==> config.mk <==
export PLATFORM = sky130hd
export DESIGN_NAME = lru_key_value_cache
export DESIGN_NICKNAME = d
export VERILOG_FILES = /design/src/rtl/core/lkvc_pkg.sv /design/src/rtl/core/lru_key_value_cache.sv /design/src/rtl/core/lkvc_front.sv /design/src/rtl/core/lkvc_back.sv
export SDC_FILE = /design/constraint.sdc
export NUM_CORES = 2
export LEC_CHECK = 0
export BUFFER_PORTS_ARGS = -buffer_cell sky130_fd_sc_hd__buf_4
export CAP_MARGIN = 0
export CORE_UTILIZATION = 60
export DETAILED_ROUTE_END_ITERATION = 6
export HOLD_SLACK_MARGIN = 0.03
export PLACE_DENSITY = 0.77
export SYNTH_ARGS = -nofsm -noshare
export SYNTH_HDL_FRONTEND = slang
export SYNTH_SLANG_ARGS = --single-unit
==> constraint.sdc <==
create_clock -name clk -period 19.9 [get_ports clk]
set_input_delay 4.975 -clock clk [delete_from_list [all_inputs] [get_ports clk]]
set_output_delay 4.975 -clock clk [all_outputs]
set_load 0.01 [all_outputs]
==> src/rtl/core/lkvc_pkg.sv <==
// Shared types and constants for the LRU key-value cache.
package lkvc_pkg;
	localparam int ENTRIES     = 16;
	localparam int IDX_BITS    = (ENTRIES > 1) ? $clog2(ENTRIES) : 1;
	localparam int CNT_BITS    = $clog2(ENTRIES + 1);
	localparam int KEY_BITS    = 48;
	localparam int HANDLE_BITS = 32;
	localparam int LEN_BITS    = 24;
	localparam int CAP_BITS    = 5;
	localparam int QDEPTH      = 2;

	typedef enum logic {
		OP_GET = 1'b0,
		OP_PUT = 1'b1
	} op_t;

	typedef struct packed {
		op_t                    opcode;
		logic [KEY_BITS-1:0]    key;
		logic [HANDLE_BITS-1:0] handle;
		logic [LEN_BITS-1:0]    length;
	} req_t;

	typedef struct packed {
		logic                   hit;
		logic [HANDLE_BITS-1:0] handle;
		logic [LEN_BITS-1:0]    length;
	} rsp_t;
endpackage

==> src/rtl/core/lru_key_value_cache.sv <==
// Top level of the fully associative LRU key-value cache.
//
// Requests enter on the in_valid/in_ready channel with opcode (get or put),
// key, value_handle and value_length. Each item gives exactly one result on
// the out_valid/out_ready channel: hit, found_handle and found_length.
// The front holds accepted items in a two-entry queue, so the input takes up
// to two items while the back is busy or the receiver stalls.
// The back takes one item at a time and scans the stored tags one entry per
// clock, then passes through the evict and update states before it shows
// the result, so the serial tag scan sets the throughput. A result stays on
// the output until it is taken; the back holds the next item until then,
// and the queue fills behind it.
// The capacity register is written by cfg_we with cfg_data; zero acts as
// one and values above the entry count saturate. It should only be written
// while the block is idle.
// Reset empties the cache, clears all ages and sets the capacity to 16.
module lru_key_value_cache (
	input  logic                                clk,
	input  logic                                arst_n,
	input  logic                                cfg_we,
	input  logic [lkvc_pkg::CAP_BITS-1:0]       cfg_data,
	input  logic                                in_valid,
	output logic                                in_ready,
	input  logic                                opcode,
	input  logic [lkvc_pkg::KEY_BITS-1:0]       key,
	input  logic [lkvc_pkg::HANDLE_BITS-1:0]    value_handle,
	input  logic [lkvc_pkg::LEN_BITS-1:0]       value_length,
	output logic                                out_valid,
	input  logic                                out_ready,
	output logic                                hit,
	output logic [lkvc_pkg::HANDLE_BITS-1:0]    found_handle,
	output logic [lkvc_pkg::LEN_BITS-1:0]       found_length
);
	logic [lkvc_pkg::CAP_BITS-1:0] capacity_q;
	logic           req_valid, req_take;
	lkvc_pkg::req_t req;
	lkvc_pkg::rsp_t rsp;

	// Capacity register, reset to the full entry count.
	always_ff @(posedge clk or negedge arst_n) begin
		if (!arst_n) capacity_q <= lkvc_pkg::CAP_BITS'(16);
		else if (cfg_we) capacity_q <= cfg_data;
	end

	lkvc_front u_front (
		.clk, .arst_n, .in_valid, .in_ready, .opcode, .key, .value_handle,
		.value_length, .req_valid, .req_take, .req
	);

	lkvc_back u_back (
		.clk, .arst_n, .capacity(capacity_q), .req_valid, .req_take, .req,
		.out_valid, .out_ready, .rsp
	);

	assign hit          = rsp.hit;
	assign found_handle = rsp.handle;
	assign found_length = rsp.length;

	// A shown result holds until it is taken.
	a_out_hold: assert property (@(posedge clk) disable iff (!arst_n)
		out_valid && !out_ready |=> out_valid && $stable(rsp))
		else $error("result changed while stalled");

	// Handle and length are reported only on a hit.
	a_miss_zero: assert property (@(posedge clk) disable iff (!arst_n)
		out_valid && !hit |-> found_handle == '0 && found_length == '0)
		else $error("miss with nonzero data");
endmodule

==> src/rtl/core/lkvc_front.sv <==
// Front part: accepts requests and holds them in a short queue.
module lkvc_front (
	input  logic                         clk,
	input  logic                         arst_n,
	input  logic                         in_valid,
	output logic                         in_ready,
	input  logic                         opcode,
	input  logic [lkvc_pkg::KEY_BITS-1:0]    key,
	input  logic [lkvc_pkg::HANDLE_BITS-1:0] value_handle,
	input  logic [lkvc_pkg::LEN_BITS-1:0]    value_length,
	output logic                         req_valid,
	input  logic                         req_take,
	output lkvc_pkg::req_t               req
);
	lkvc_pkg::req_t queue_q [lkvc_pkg::QDEPTH];
	logic [1:0] count_q;
	logic       wr_ptr_q, rd_ptr_q;
	logic       push, pop;

	assign in_ready  = (count_q != 2'(lkvc_pkg::QDEPTH));
	assign push      = in_valid && in_ready;
	assign req_valid = (count_q != 2'd0);
	assign pop       = req_valid && req_take;
	assign req       = queue_q[rd_ptr_q];

	always_ff @(posedge clk) begin
		if (push) begin
			queue_q[wr_ptr_q] <= '{opcode: lkvc_pkg::op_t'(opcode), key: key,
				handle: value_handle, length: value_length};
		end
	end

	always_ff @(posedge clk or negedge arst_n) begin
		if (!arst_n) begin
			count_q  <= '0;
			wr_ptr_q <= 1'b0;
			rd_ptr_q <= 1'b0;
		end else begin
			if (push) wr_ptr_q <= ~wr_ptr_q;
			if (pop) rd_ptr_q <= ~rd_ptr_q;
			count_q <= count_q + {1'b0, push} - {1'b0, pop};
		end
	end
endmodule

==> src/rtl/core/lkvc_back.sv <==
// Back part: scans the entries one per cycle, then updates ages and contents.
module lkvc_back (
	input  logic                              clk,
	input  logic                              arst_n,
	input  logic [lkvc_pkg::CAP_BITS-1:0]     capacity,
	input  logic                              req_valid,
	output logic                              req_take,
	input  lkvc_pkg::req_t                    req,
	output logic                              out_valid,
	input  logic                              out_ready,
	output lkvc_pkg::rsp_t                    rsp
);
	localparam int IB = lkvc_pkg::IDX_BITS;
	localparam int CB = lkvc_pkg::CNT_BITS;
	localparam int N  = lkvc_pkg::ENTRIES;

	typedef enum logic [2:0] {ST_IDLE, ST_SCAN, ST_EVICT, ST_FREE, ST_UPDATE, ST_OUT} state_t;

	logic [lkvc_pkg::KEY_BITS-1:0]    key_mem [N];
	logic [lkvc_pkg::HANDLE_BITS-1:0] hnd_mem [N];
	logic [lkvc_pkg::LEN_BITS-1:0]    len_mem [N];
	logic [N-1:0]  valid_q;
	logic [IB-1:0] age_q [N];
	logic [CB-1:0] used_q;

	state_t        state_q;
	lkvc_pkg::req_t req_q;
	logic [CB-1:0] scan_q;
	logic          hit_q, old_q, free_q;
	logic [IB-1:0] slot_q, old_idx_q, free_idx_q;
	logic [IB-1:0] ref_age_q;
	logic [IB-1:0] cur;
	logic [CB-1:0] cap_eff;

	assign cur      = scan_q[IB-1:0];
	assign req_take = (state_q == ST_IDLE);
	assign out_valid = (state_q == ST_OUT);

	always_comb begin
		if (capacity == '0) cap_eff = CB'(1);
		else if (32'(capacity) > N) cap_eff = CB'(N);
		else cap_eff = CB'(capacity);
	end

	always_ff @(posedge clk) begin
		if (state_q == ST_UPDATE && req_q.opcode == lkvc_pkg::OP_PUT) begin
			key_mem[slot_q] <= req_q.key;
			hnd_mem[slot_q] <= req_q.handle;
			len_mem[slot_q] <= req_q.length;
		end
	end

	always_ff @(posedge clk or negedge arst_n) begin
		if (!arst_n) begin
			state_q <= ST_IDLE;
			valid_q <= '0;
			used_q  <= '0;
			scan_q  <= '0;
			hit_q <= 1'b0; old_q <= 1'b0; free_q <= 1'b0;
			slot_q <= '0; old_idx_q <= '0; free_idx_q <= '0; ref_age_q <= '0;
			rsp <= '0;
			req_q <= '0;
			for (int i = 0; i < N; i++) age_q[i] <= '0;
		end else begin
			case (state_q)
				ST_IDLE: begin
					if (req_valid) begin
						req_q  <= req;
						scan_q <= '0;
						hit_q  <= 1'b0;
						old_q  <= 1'b0;
						free_q <= 1'b0;
						state_q <= ST_SCAN;
					end
				end
				ST_SCAN: begin
					// One entry per cycle: key match, oldest valid, first free.
					if (valid_q[cur]) begin
						if (!hit_q && key_mem[cur] == req_q.key) begin
							hit_q <= 1'b1;
							slot_q <= cur;
							ref_age_q <= age_q[cur];
						end
						if (!old_q || age_q[cur] > age_q[old_idx_q]) begin
							old_q <= 1'b1;
							old_idx_q <= cur;
						end
					end else if (!free_q) begin
						free_q <= 1'b1;
						free_idx_q <= cur;
					end
					if (scan_q == CB'(N - 1)) state_q <= ST_EVICT;
					scan_q <= scan_q + CB'(1);
				end
				ST_EVICT: begin
					state_q <= ST_UPDATE;
					if (!hit_q && req_q.opcode == lkvc_pkg::OP_PUT) begin
						if ((used_q >= cap_eff || !free_q) && old_q) begin
							// The lower of the evicted slot and the first free slot is the one reused.
							valid_q[old_idx_q] <= 1'b0;
							age_q[old_idx_q] <= '0;
							used_q <= used_q - CB'(1);
							if (!free_q || old_idx_q < free_idx_q) slot_q <= old_idx_q;
							else slot_q <= free_idx_q;
						end else begin
							slot_q <= free_idx_q;
						end
					end
				end
				ST_UPDATE: begin
					rsp.hit <= hit_q;
					rsp.handle <= '0;
					rsp.length <= '0;
					if (hit_q) begin
						for (int i = 0; i < N; i++)
							if (valid_q[i] && age_q[i] < ref_age_q) age_q[i] <= age_q[i] + IB'(1);
						age_q[slot_q] <= '0;
						if (req_q.opcode == lkvc_pkg::OP_GET) begin
							rsp.handle <= hnd_mem[slot_q];
							rsp.length <= len_mem[slot_q];
						end
					end else if (req_q.opcode == lkvc_pkg::OP_PUT) begin
						for (int i = 0; i < N; i++)
							if (valid_q[i]) age_q[i] <= age_q[i] + IB'(1);
						age_q[slot_q] <= '0;
						valid_q[slot_q] <= 1'b1;
						used_q <= used_q + CB'(1);
					end
					state_q <= ST_OUT;
				end
				ST_OUT: begin
					if (out_ready) state_q <= ST_IDLE;
				end
				default: state_q <= ST_IDLE;
			endcase
		end
	end
endmodule

==> flow_summary.yaml <==
sta:
  tightest_slew_ns: 1.20
  achievable-frequency_mhz: 148
  finalMaxSlewViolations: 0
  slew-limit-headroom_pct: 20.1
  clock-skew-final_ns: 0.0446
  hold_viol_final: 0
  rsz0062_at_grt: "false"
  tns_ns: 0
  report.final.setup_viol: 0
  final_critical_delay_including_setup_and_external_delays_ns: 6.77
  final.period_utilization_pct: 34.0
floorplan:
  die_x_um: 382
  initial_utilization_pct: 60.4
  num_rows: 139
  die_height_um: 382
  core_area_um2: 143000
  die_area_um2: 146000
  boundaryPins: 174
hold_path:
  hp-start: "u_back.used_q[4]"
  worstHoldPathType: "reg2reg"
place:
  port_buffers: 173
  gp_routability_congestion: 0.848
  dp.final_hpwl_um: 104000
  placed_cell_area_um2: 90000
critical_path:
  critPathSlowestCell: "sky130_fd_sc_hd__dfrtp_1"
  worst_r2r_startpoint: "u_back.scan_q[0]"
  worstSetupStartpoint: "u_back.state_q[0]"
  critical_path.max_fanout: 11
  r2r_setup_slack_ns: 13.60
  end_kind: "output port"
  cp_data_required_time_ns: 14.93
  crit_path_start_kind: "flop"
  worstSetupPathType: "reg2out"
  cpPeakStageDelay_ns: 0.52
  crit_arrival_ns: 1.80
  critical_path.cell_chain: "and3b_1 > buf_4"
drt:
  vias_per_cell: 6.74
  routed-via-count: 45600
  ant_nets: 0
  route.final.wire_length_um: 208000
  detail_route.iter0.violations: 5424
  firstDrtPassIters: 6
  drcViolationCount: 0
  detail_route.wl_per_cell_um: 30.7
synthesis:
  synth_flop_cell: "sky130_fd_sc_hd__edfxtp_1"
  ys.warnings.count: 0
  yosys-top-cells-count: "1874 x sky130_fd_sc_hd__edfxtp_1, 519 x sky130_fd_sc_hd__mux4_2, 282 x sky130_fd_sc_hd__dfrtp_1"
  netlist_area_um2: 86700
  most_frequent_cell_after_synthesis: "sky130_fd_sc_hd__edfxtp_1"
  number_of_flops_mapped_to_enable_cells_by_yosys: 1874
  postSynthNetCount: 4685
  synth_area_per_cell_um2: 19.3
  synthCells: 4486
  yosys.area.top_type: "sky130_fd_sc_hd__edfxtp_1"
  area_share_of_the_largest_cell_type_after_synthesis_pct: 64.9
  synth_seq_cells: 2157
  synth_cell_type_count: 68
  synthArstFlopShare_pct: 13.1
  synthTopCellsByArea: "sky130_fd_sc_hd__edfxtp_1 65%, sky130_fd_sc_hd__mux4_2 13%, sky130_fd_sc_hd__dfrtp_1 8.1%, sky130_fd_sc_hd__mux2i_1 2.2%, sky130_fd_sc_hd__o21ai_0 1.6%"
  synth_seq_area_share_pct: 73.1
pwr:
  p_leak_nw: 32.7
  power.density_cell_area_nw_per_um2: 122
  irDropWorstVdd_uv: 91.6
layout:
  syn_to_final_growth_pct: 11.5
  post_route_cells_drive_above_1_share_pct: 23.6
  nets: 4881
  finalInstanceArea_um2: 96600
  fillCellCount: 8780
grt:
  grt_antenna_before_repair: 9
  groute.usage.overall_pct: 28.8
  via_count_of_the_first_global_routing_pass: 45800
  grt_remaining_overflow: 0
  grt_max_degree: 107
  grt_first_pass_wirelength_um: 306000
clock_tree:
  cts_post_setup_buffers_inserted: 0
  worst_setup_hold_path_clk_slew_ns: 0.06
  cts_hold_buf: 0
  clkLatencyLatePin_ns: 0.84
  postCtsResizedCells: 0
  ctsRootBufferMaster: "sky130_fd_sc_hd__clkbuf_16"
  tritoncts.num_buffers: 202
  tritoncts_num_sinks: 2157
  cts_tree: "done"
  cts.path.max_buffers: 3
  htreeDepth: 4
job:
  drv.max_cap_violation_count: 0
outcome:
  outcome: "finished, final reports clean"
==> final timing paths <==
check / endpoint / depth (start not counted)
max reg2reg: u_back.slot_q[3] / 12
min in group asynchronous: u_back.rsp[19] / 1
max: out_valid / 2
max in group asynchronous: u_back.slot_q[3] / 3
min reg2reg: u_back.used_q[4] / 1
min: u_back.used_q[4] / 1
==> critical path: cells and delay by family, from the launching register on <==
| kind | cells | cell delay [ns] |
|---|---|---|
| flops | 1 | 0.52 |
| buf+inv | 1 | 0.16 |
| simple gates | 1 | 0.31 |
==> state kept, by name (all words and copies together) (netlist names), 2 cells and up <==
register	count
u_back.scan_q	5
u_back.req_q	105
u_back.slot_q	4
u_back.rsp	57
u_back.hnd_mem	512
u_back.free_idx_q	4
capacity_q	5
u_back.age_q	64
u_back.old_idx_q	4
u_back.valid_q	16
u_back.len_mem	384
u_back.state_q	3
u_front.queue_q	210
u_back.ref_age_q	4
u_back.used_q	5
u_front.count_q	2
u_back.key_mem	768
==> metrics by stage <==
step           hold WS [ns]  power [mW]  setup slack (ns)  utilization, %  std cells
2_1_floorplan         0.449        7.35              9.90               -       4486
3_3_place_gp          0.467        7.95             12.58            62.7       6381
3_5_place_dp          0.474        8.01             12.57            62.7       6381
4_1_cts               0.487        11.8             13.13            67.3       6760
5_1_grt               0.518        12.1             13.07            67.3       6762
6_report              0.481        11.8             13.13            67.3       6763
==> cell type report <==
class | instances | area [µm²] | share of cell area (%)
multi-input combinational | 2043 | 22100 | 22.9
sequential | 2157 | 63400 | 65.6
clock inverter | 90 | 855 | 0.885
timing repair buffer | 243 | 1960 | 2.03
tap | 1903 | 2380 | 2.46
antenna | 3 | 7.51 | 0.00777
clock buffer | 289 | 5740 | 5.95
inverter | 35 | 134 | 0.139
==> where the power goes <==
group	internal [mW]	switching, mW
Sequential	5.54	0.547
Clock	2.14	1.68
Combinational	0.818	1.05
Total	8.50	3.28
==> cells by family (layout without fill, tap and decap cells) <==
kind of cell / count (synthesis) / in the layout / synth area share, %
buffers and inverters: 286 / 657 / 1.49
DFF: 2157 / 2157 / 73.1
and+or+nand+nor: 531 / 531 / 2.90
adders and majority gates: 84 / 84 / 1.22
muxes: 744 / 744 / 16.2
other: 0 / 3 / 0
AOI/OAI and AO/OA: 592 / 592 / 4.19
xor gates and xnor gates: 92 / 92 / 0.930
==> placed cells by master, fill, tap and decap left out, types with 7 or more instances in the layout <==
master / netlist / routed
sky130_fd_sc_hd__a21o_1: 8 / 8
sky130_fd_sc_hd__o22ai_1: 19 / 18
sky130_fd_sc_hd__nor4_1: 13 / 13
sky130_fd_sc_hd__mux2_2: 29 / 29
sky130_fd_sc_hd__xnor2_1: 62 / 62
sky130_fd_sc_hd__a221oi_1: 8 / 8
sky130_fd_sc_hd__o31ai_1: 36 / 36
sky130_fd_sc_hd__buf_4: 11 / 232
sky130_fd_sc_hd__dfrtp_4: 0 / 8
sky130_fd_sc_hd__nor2b_1: 48 / 48
sky130_fd_sc_hd__mux4_2: 519 / 519
sky130_fd_sc_hd__edfxtp_1: 1874 / 1874
sky130_fd_sc_hd__nor2_1: 99 / 93
sky130_fd_sc_hd__bufinv_16: 0 / 9
sky130_fd_sc_hd__a21oi_1: 107 / 107
sky130_fd_sc_hd__clkbuf_8: 0 / 32
sky130_fd_sc_hd__clkinv_2: 0 / 35
sky130_fd_sc_hd__and3b_1: 15 / 15
sky130_fd_sc_hd__inv_1: 31 / 30
sky130_fd_sc_hd__nor3_1: 21 / 14
sky130_fd_sc_hd__nor3_2: 0 / 7
sky130_fd_sc_hd__clkinv_1: 2 / 25
sky130_fd_sc_hd__inv_6: 0 / 7
sky130_fd_sc_hd__a31oi_1: 8 / 8
sky130_fd_sc_hd__a22o_1: 76 / 76
sky130_fd_sc_hd__xor2_1: 30 / 30
sky130_fd_sc_hd__o21ai_0: 272 / 272
sky130_fd_sc_hd__clkbuf_1: 148 / 53
sky130_fd_sc_hd__ha_1: 83 / 83
sky130_fd_sc_hd__o211ai_1: 14 / 14
sky130_fd_sc_hd__nand2b_1: 33 / 33
sky130_fd_sc_hd__mux2i_1: 192 / 192
sky130_fd_sc_hd__dfrtp_1: 282 / 272
sky130_fd_sc_hd__clkbuf_16: 0 / 204
sky130_fd_sc_hd__and3_4: 0 / 7
sky130_fd_sc_hd__nand3_1: 27 / 27
sky130_fd_sc_hd__buf_12: 3 / 10
sky130_fd_sc_hd__nand2_1: 232 / 232
==> layer usage <==
metal | vias to the layer above | share of wire (%) | global-route usage [%]
met4 | 8 | 3.1 | 9.41
li1 | 18600 | - | -
met5 | - | 0.031 | 0
met3 | 438 | 9.8 | 5.16
met1 | 23700 | 38 | 41.0
met2 | 2820 | 49 | 45.9
Note: power is estimated with default switching activity, not from simulation.
